`src/rtl/assert_macros.svh`:
```
// Assertion macros used by the gesture unit RTL.
// Expects clk and rst_n in the scope of use.
`ifndef ASSERT_MACROS_SVH
`define ASSERT_MACROS_SVH

`define ASSERT_IMPLY(lbl, ante, cons, msg) \
  lbl: assert property (@(posedge clk) disable iff (!rst_n) (ante) |-> (cons)) \
    else $error(msg);

`define ASSERT_NEXT(lbl, ante, cons, msg) \
  lbl: assert property (@(posedge clk) disable iff (!rst_n) (ante) |=> (cons)) \
    else $error(msg);

`endif

```
`src/rtl/tgm_pkg.sv`:
```
// Types and constants for the touch gesture to mouse unit.
// No dependencies.
package tgm_pkg;

  localparam int unsigned ACC_W    = 40;
  localparam int unsigned DIV_W    = 32;
  localparam int unsigned MAX_RES  = 3;
  localparam int unsigned HOLD_MS  = 450;
  localparam int unsigned DTAP_MS  = 400;
  localparam int unsigned CLICK_MS = 70;

  localparam logic [1:0] KIND_DOWN   = 2'd0;
  localparam logic [1:0] KIND_MOTION = 2'd1;
  localparam logic [1:0] KIND_UP     = 2'd2;
  localparam logic [1:0] KIND_TICK   = 2'd3;

  localparam logic [1:0] ACT_NONE   = 2'd0;
  localparam logic [1:0] ACT_BUTTON = 2'd1;
  localparam logic [1:0] ACT_MOVE   = 2'd2;

  localparam logic [1:0] HELD_NONE  = 2'd0;
  localparam logic [1:0] HELD_LEFT  = 2'd1;
  localparam logic [1:0] HELD_RIGHT = 2'd2;

  localparam logic BTN_LEFT  = 1'b0;
  localparam logic BTN_RIGHT = 1'b1;

  localparam logic [1:0] REG_THRESHOLD = 2'd0;
  localparam logic [1:0] REG_GAIN      = 2'd1;
  localparam logic [1:0] REG_QUANTUM   = 2'd2;

  typedef enum logic [2:0] {
    S_IDLE, S_MUL, S_DIV, S_MULQ, S_DECIDE, S_SEND
  } state_t;

  typedef struct packed {
    logic [1:0]         action;
    logic               button;
    logic               pressed;
    logic signed [15:0] dx;
    logic signed [15:0] dy;
  } res_t;

  typedef struct packed {
    logic capture;
    logic mul_en;
    logic div_start;
    logic div_step;
    logic mulq_en;
    logic commit;
    logic pop;
  } cmd_t;

  typedef struct packed {
    logic is_tick;
    logic div_done;
    logic res_last;
  } sts_t;

endpackage

```
`src/rtl/tgm_ctrl.sv`:
```
// Sequencer for the gesture unit: steps one item through multiply, divide
// (ticks only), decide and send. Depends on tgm_pkg and assert_macros.svh.
`include "assert_macros.svh"
module tgm_ctrl (
  input  logic          clk,
  input  logic          rst_n,
  input  logic          in_tvalid,
  output logic          in_tready,
  output logic          out_tvalid,
  input  logic          out_tready,
  output tgm_pkg::cmd_t cmd,
  input  tgm_pkg::sts_t sts
);
  import tgm_pkg::*;

  state_t state_r, state_nxt;

  always_ff @(posedge clk) begin
    if (!rst_n) begin
      state_r <= S_IDLE;
    end else begin
      state_r <= state_nxt;
    end
  end

  always_comb begin
    state_nxt  = state_r;
    cmd        = '0;
    in_tready  = 1'b0;
    out_tvalid = 1'b0;
    case (state_r)
      S_IDLE: begin
        in_tready = 1'b1;
        if (in_tvalid) begin
          cmd.capture = 1'b1;
          state_nxt   = S_MUL;
        end
      end
      S_MUL: begin
        cmd.mul_en = 1'b1;
        if (sts.is_tick) begin
          cmd.div_start = 1'b1;
          state_nxt     = S_DIV;
        end else begin
          state_nxt = S_DECIDE;
        end
      end
      S_DIV: begin
        if (sts.div_done) begin
          state_nxt = S_MULQ;
        end else begin
          cmd.div_step = 1'b1;
        end
      end
      S_MULQ: begin
        cmd.mulq_en = 1'b1;
        state_nxt   = S_DECIDE;
      end
      S_DECIDE: begin
        cmd.commit = 1'b1;
        state_nxt  = S_SEND;
      end
      S_SEND: begin
        out_tvalid = 1'b1;
        if (out_tready) begin
          if (sts.res_last) begin
            state_nxt = S_IDLE;
          end else begin
            cmd.pop = 1'b1;
          end
        end
      end
      default: state_nxt = S_IDLE;
    endcase
  end

  `ASSERT_IMPLY(a_no_overlap, in_tready, !out_tvalid, "input taken while sending")
  `ASSERT_NEXT(a_div_exit, (state_r == S_DIV) && sts.div_done, state_r == S_MULQ,
    "divider done but not left")
  `ASSERT_NEXT(a_commit_send, cmd.commit, out_tvalid, "commit not followed by send")

endmodule

```
`config.mk`:
```
export PLATFORM = sky130hd
export DESIGN_NAME = tgm_ctrl
export DESIGN_NICKNAME = d
export VERILOG_FILES = /design/src/rtl/tgm_pkg.sv /design/src/rtl/tgm_ctrl.sv
export VERILOG_INCLUDE_DIRS = /design/src /design/src/rtl
export SDC_FILE = /design/constraint.sdc
export NUM_CORES = 1
export LEC_CHECK = 0
export BUFFER_PORTS_ARGS = -buffer_cell sky130_fd_sc_hd__buf_2
export CORE_AREA = 2 2 39 41
export DETAILED_ROUTE_END_ITERATION = 16
export DIE_AREA = 0 0 41 43
export PLACE_DENSITY = 0.43
export SETUP_SLACK_MARGIN = 0.15
export SLEW_MARGIN = 20
export SYNTH_ARGS = -nofsm -noshare
export SYNTH_HDL_FRONTEND = slang
export SYNTH_SLANG_ARGS = --single-unit
```
`constraint.sdc`:
```
create_clock -name clk -period 1.1 [get_ports clk]
set_clock_uncertainty 0.1 [all_clocks]
set_input_delay 0.165 -clock clk [delete_from_list [all_inputs] [get_ports clk]]
set_output_delay 0.165 -clock clk [all_outputs]
set_load 0.1 [all_outputs]
```
==> flow_summary_export.csv, run 1 <==
group,metric,value,unit
run_status,status,"finished, violations left",
run_status,failed_checks,"setup timing",
finish,largest_reg_flops,3,
global_route,antenna_found_initial,0,
logic_synthesis,synth_top_family_by_area,"simple AND/OR/NAND/NOR gates",
worst_setup_path,critPathKind,"reg2out",
pwr,internal_power,0.5033,mW
timing,max-slew-margin-rel,0.8162,
job,maxCapViolations,0,
placed_design,dp_hpwl,576.1,µm
timing,finalSetupViolations,12,
global_route,grt_pass1_wl,1.380,mm
finish,areaGrowthSynthToFinish,283.1,%
detailed_routing,avgRoutedWirePerCell,10.03,µm
worst_setup_path,cp-startpoint,"state_r[2]$_SDFFE_PN0P_",
global_route,grt_start_max_net_pins,7,
logic_synthesis,yosys_warnings,0,
worst_setup_path,critPathMaxFanout,6,
finish,layout_common_cells,"buf_12, buf_4, buf_6",
clock_network,tritoncts,"done",
worst_setup_path,cpPeakStageDelay,0.42,ns
worst_setup_path,crit_end,"cmd[0]",
timing,setup_slack,-0.3867,ns
pwr,clkPwrFrac,0.217,
global_route,track_usage,0.1217,
timing,fin_crit_sh,1.352,
logic_synthesis,synth-simple-area-share,0.4688,
logic_synthesis,avgSynthCellArea,8.008,µm²
detailed_routing,vias_per_cell,4.205,
pwr,seqPwrFrac,0.165,
pwr,power_density,1141,mW/mm²
pwr,ir_drop,0.4696,mV
finish,ff_latch_area,71.32,µm²
pwr,switching_share,0.4250,
logic_synthesis,synth_seq_cells,3,
worst_setup_path,reg2regPathDepth,6,
floorplanning,boundaryPins,16,
detailed_routing,dr_total_vias,328,
finish,largest_register,"state_r",
timing,rsz0062_at_grt,"yes",
clock_network,clock_path_buffers,2,
timing,period_minus_slack,1.487,ns
worst_setup_path,r2r-start,"state_r[0]$_SDFFE_PN0P_",
finish,largest_registers,"state_r x3",
logic_synthesis,synth_edf_count,0,
detailed_routing,detail-route-antenna-nets,0,
worst_setup_path,crit_arrival,1.22,ns
finish,diodes,0,
clock_network,clk_latency,0.23,ns
detailed_routing,routed_wl,782,µm
logic_synthesis,yosysUniqueCellTypes,17,
floorplanning,die_w,41,µm
finish,layout_commonest_cell,"buf_12",
worst_setup_path,crit_path_cell_trace,"nand2b_4 > nor4b_4 > buf_12",
clock_network,cts_sinks,3,
timing,drv_slew,0,
pwr,switching_power,0.3720,mW
worst_setup_path,critPathCaptureType,"output pin",
logic_synthesis,synth_area,200.2,µm²
finish,multi_input_area,246.5,µm²
timing,worst_slew_pin_slew,0.2744,ns
timing,hold_violations,0,
finish,drive_above_1_share,0.9032,
worst_setup_path,rrSetupSlack,-0.14,ns
logic_synthesis,synth_cells,25,
placed_design,port_buffers,15,
floorplanning,initial_utilization,0.1447,
detailed_routing,drcViolationCount,0,
logic_synthesis,synth_xor_area_frac,0,
logic_synthesis,muxShareOfSynthArea,0,
logic_synthesis,yosys.area_share.adder,0,
placed_design,dp_slack,-0.1552,ns
clock_network,cts-buffers-inserted,3,
clock_network,cts_root_buffer,"clkbuf_4",
finish,fin_area,767.0,µm²
detailed_routing,first_pass_iters,2,
logic_synthesis,synthFlopType,"dfxtp_1",
global_route,overflow,0,
placed_design,gp_congestion,0.6407,
pwr,p_comb_frac,0.618,
detailed_routing,drt_iter0_drc,1,
global_route,grt_pass1_vias,325,
logic_synthesis,syn_nets,32,
worst_setup_path,setup.worst_path.start_class,"flop",
floorplanning,num_rows,14,
clock_network,cts_hold_buffers,0,
logic_synthesis,async_flop_share,0,
clock_network,htreeDepth,1,
finish,fin_nets,70,
worst_setup_path,worstReg2RegEnd,"state_r[2]$_SDFFE_PN0P_",
placed_design,place_area,595.6,µm²
floorplanning,die_y,43,µm
worst_setup_path,required,0.83,ns
logic_synthesis,synth_compound_area_frac,0.1937,
timing,fmax,672.6,MHz
pwr,p_leak,0.3155,nW
logic_synthesis,yosysSeqAreaShare,0.3000,
finish,fillers,115,
floorplanning,die_area,0.001763,mm²
clock_network,clk_pin_slew,0.04,ns
floorplanning,core-area,0.001384,mm²
worst_hold_path,hold_class,"in2reg",
worst_setup_path,cp_slowest_cell,"dfxtp_4",
==> critical path, delay by kind of cell (launching register included) <==
kind,cells,cell delay [ns]
DFF,1,0.42
and+or+nand+nor,2,0.35
buffers and inverters,1,0.21
==> area by class of cell <==
| class | instances | area share |
|---|---|---|
| Clock buffer | 4 | 0.03426 |
| Tap cell | 16 | 0.02610 |
| Sequential cell | 3 | 0.09299 |
| Multi-Input combinational cell | 20 | 0.3214 |
| Inverter | 2 | 0.01958 |
| Timing Repair Buffer | 33 | 0.5057 |
==> stage by stage <==
step	hold slack, ns	util	power [mW]	std cells	setup TNS, ns
final	0.06715	0.5543	0.8754	78	-3.390
after global routing	0.07619	0.5543	0.9165	78	-4.098
after CTS	0.05610	0.5316	0.8692	76	-3.346
after detailed placement	0.2961	0.4304	0.6015	66	-0.9788
after global placement	0.2942	0.4304	0.5988	66	-0.9304
after floorplan	0.1819	-	0.4112	25	-5.371
==> worst min path at each step <==
stage,slack (ns),from,end,depth (start not counted)
2_1_floorplan,0.18,rst_n,state_r[0]$_SDFFE_PN0P_,1
3_3_place_gp,0.29,rst_n,state_r[2]$_SDFFE_PN0P_,2
3_5_place_dp,0.30,rst_n,state_r[0]$_SDFFE_PN0P_,2
4_1_cts,0.06,rst_n,state_r[0]$_SDFFE_PN0P_,2
5_1_grt,0.08,rst_n,state_r[0]$_SDFFE_PN0P_,2
6_report,0.07,rst_n,state_r[0]$_SDFFE_PN0P_,2
==> routing by layer <==
layer,part of all wire,vias up,track usage
met2,0.58,6,0.1813
met1,0.38,156,0.1359
li1,-,166,-
met4,0,0,0.08000
met3,0.029,0,0.04712
met5,0,-,0
==> synthesized netlist by cell type, types with 2 or more instances <==
cell type  n  area [µm²]
and2_1     2       12.51
a21oi_1    2       10.01
nor2_1     2       7.510
nor3_1     2       10.01
o21a_1     2       15.01
dfxtp_1    3       60.06
inv_1      2       7.510
==> power groups by stage <==
stage,sequential (mW),combinational [mW],clock (mW)
floorplan,0.150,0.261,0
global placement,0.148,0.451,0
detailed placement,0.148,0.453,0
CTS,0.144,0.525,0.200
global route,0.147,0.562,0.207
finish,0.144,0.541,0.190
==> repair_timing <==
action	4_1_cts	5_1_grt
endpoints found under the hold margin	0	0
gates resized for setup	13	4
setup endpoints to repair	12	12
buffers inserted	6	2
pin swaps	8	5
==> logic make-up after synthesis <==
family / after synthesis
flops: 3
buf+inv: 2
compound gates: 6
simple gates: 14
(Power assumes the default switching activity.)
==> inputs of run 2 (changes only) <==
--- a/config.mk
+++ b/config.mk
@@ -6,11 +6,12 @@
 export SDC_FILE = /design/constraint.sdc
 export NUM_CORES = 1
 export LEC_CHECK = 0
+export ABC_AREA = 1
 export BUFFER_PORTS_ARGS = -buffer_cell sky130_fd_sc_hd__buf_2
 export CORE_AREA = 2 2 39 41
 export DETAILED_ROUTE_END_ITERATION = 16
 export DIE_AREA = 0 0 41 43
-export PLACE_DENSITY = 0.43
+export PLACE_DENSITY = 0.45
 export SETUP_SLACK_MARGIN = 0.15
 export SLEW_MARGIN = 20
 export SYNTH_ARGS = -nofsm -noshare
==> run 2 against run 1 <==
Net effect:
- the run still ends with setup timing left
- via count decreased by 2.1%
- count of clock-buffer cells in the layout unchanged
- global-route usage is 2.5 points lower
- combinational power grew 24%
- first-iteration DRC count grew 100%
- setup slack improved by 0.029 ns
- utilization shrank 6.7 points
- largest cell class unchanged
==> flow_summary_export.csv, run 2 <==
group,metric,value,unit
worst_hold_path,hold_class,"in2reg",
timing,rsz0062_at_grt,"yes",
finish,fin_util,0.4873,
placed_design,dp_slack,-0.1378,ns
detailed_routing,avgRoutedWirePerCell,7.965,µm
clock_network,cts_hold_buffers,0,
detailed_routing,detail-route-antenna-nets,0,
logic_synthesis,yosys.area.top_type,"dfxtp_1",
global_route,grt_pass1_wl,1.117,mm
clock_network,clock_path_buffers,2,
worst_setup_path,setup.worst_path.start_class,"flop",
logic_synthesis,synth_area,224.0,µm²
detailed_routing,drt_iter0_drc,2,
clock_network,htreeDepth,1,
timing,finalSetupViolations,12,
finish,multi_input_area,201.4,µm²
floorplanning,core-area,0.001384,mm²
placed_design,gp_congestion,0.6872,
placed_design,dp_hpwl,547.6,µm
logic_synthesis,synth_cells,39,
detailed_routing,dr_total_vias,321,
finish,fin_nets,77,
finish,areaGrowthSynthToFinish,201.1,%
finish,layout_commonest_cell,"buf_4",
timing,max-slew-margin-rel,0.8762,
detailed_routing,first_pass_iters,3,
worst_setup_path,r2r-start,"state_r[2]$_SDFFE_PN0P_",
finish,fillers,139,
logic_synthesis,ys_top_cells_by_count,"inv_1, nor2_1, dfxtp_1, nand2_1, nand3_1",
worst_setup_path,cp-startpoint,"state_r[0]$_SDFFE_PN0P_",
timing,fin_crit_sh,1.326,
global_route,overflow,0,
clock_network,cts-buffers-inserted,3,
timing,worst_slew_pin_slew,0.1854,ns
detailed_routing,routed_wl,677,µm
floorplanning,die_w,41,µm
clock_network,clk_pin_slew,0.04,ns
timing,fmax,685.8,MHz
finish,ff_latch_area,71.32,µm²
worst_setup_path,critPathKind,"reg2out",
worst_setup_path,crit_arrival,1.19,ns
worst_setup_path,critPathCaptureType,"output pin",
logic_synthesis,async_flop_share,0,
floorplanning,die_area,0.001763,mm²
logic_synthesis,yosysSeqAreaShare,0.2682,
global_route,track_usage,0.09639,
finish,layout_common_cells,"buf_4, buf_12, buf_2",
global_route,grt_start_max_net_pins,8,
timing,drv_slew,0,
logic_synthesis,yosys_warnings,0,
run_status,status,"finished, violations left",
floorplanning,initial_utilization,0.1618,
logic_synthesis,syn_nets,46,
detailed_routing,vias_per_cell,3.776,
global_route,grt_pass1_vias,304,
timing,setup_slack,-0.3582,ns
timing,period_minus_slack,1.458,ns
floorplanning,num_rows,14,
logic_synthesis,synthFlopType,"dfxtp_1",
clock_network,cts_sinks,3,
detailed_routing,drcViolationCount,0,
logic_synthesis,synth_top_area_share,0.2682,
timing,hold_violations,0,
finish,drive_above_1_share,0.7391,
job,maxCapViolations,0,
logic_synthesis,synth_seq_cells,3,
logic_synthesis,synth_edf_count,0,
placed_design,port_buffers,15,
floorplanning,boundaryPins,16,
worst_setup_path,critPathMaxFanout,7,
logic_synthesis,yosysUniqueCellTypes,13,
finish,largest_register,"state_r",
worst_hold_path,min_from,"rst_n",
floorplanning,die_y,43,µm
global_route,antenna_found_initial,0,
finish,diodes,0,
finish,final_cell_count_no_fill,85,
pwr,ir_drop,0.7157,mV
pwr,p_leak,0.2988,nW
logic_synthesis,synthTopCellsByArea,"dfxtp_1, inv_1, nor2_1",
logic_synthesis,avgSynthCellArea,5.743,µm²
clock_network,tritoncts,"done",
finish,largest_reg_flops,3,
worst_setup_path,required,0.83,ns
clock_network,clk_latency,0.23,ns
clock_network,cts_root_buffer,"clkbuf_4",
pwr,power_density,1527,mW/mm²
placed_design,dp.cells,77,
run_status,failed_checks,"setup timing",
finish,largest_registers,"state_r x3",
-- run 2: final timing paths --
| kind | end | cells past startpoint | slack [ns] |
|---|---|---|---|
| worst max-delay path | cmd[0] | 3 | -0.36 |
| worst min-delay path | state_r[1]$_SDFFE_PN0P_ | 3 | 0.07 |
| worst max register to register | state_r[2]$_SDFFE_PN0P_ | 7 | -0.07 |
| worst min register to register | state_r[0]$_SDFFE_PN0P_ | 3 | 0.56 |
-- run 2: power by group --
part / internal [mW] / switching, mW / leakage (nW)
logic: 0.260 / 0.412 / 0.257
clock network: 0.136 / 0.0584 / 0.0150
registers: 0.127 / 0.0371 / 0.0267
-- run 2: cell families (layout without fill, tap and decap cells) --
group           count (synthesis)  in the layout  share of synthesized area
compound gates                  5              5                     0.1285
buf+inv                        11             41                     0.1844
simple gates                   20             20                     0.4190
flops                           3              3                     0.2682
-- run 2: final cells by class --
type,count,area share
multi-input cells,25,0.2987
inverters,11,0.08720
well taps,16,0.02968
clock buffers,4,0.03896
repair buffers,26,0.4397
flip-flops and latches,3,0.1058
-- run 2: timing repair --
item,CTS,global route
cloned,0,0
endpoints found under the setup margin,12,12
setup buffers,1,3
resized for setup,4,4
pin swaps,4,3
-- run 2: layer usage --
metal  routed length, µm  up-vias  part of all wire  global-route usage
li1                    -      181                 -                   -
met1                 283      126              0.42              0.1158
met2                 327       12              0.48              0.1375
met3                  45        2             0.066            0.005236
met4                  20        0             0.030              0.1000
met5                   0        -                 0                   0
-- run 2: through the flow --
step,area [µm²],hold slack (ns),power [mW],setup TNS (ns)
floorplan,311.5,0.2094,0.5609,-3.370
finish,674.4,0.06978,1.030,-2.677
CTS,639.4,0.06359,1.015,-2.714
global placement,594.3,0.3118,0.7965,-0.4911
global route,674.4,0.08050,1.078,-3.238
detailed placement,594.3,0.3143,0.7976,-0.4989
-- run 2: critical path: stages, from the launching register on --
cell and delay, ns:
dfxtp_4 0.41, nand3_4 0.11, nor3b_4 0.24, buf_12 0.20
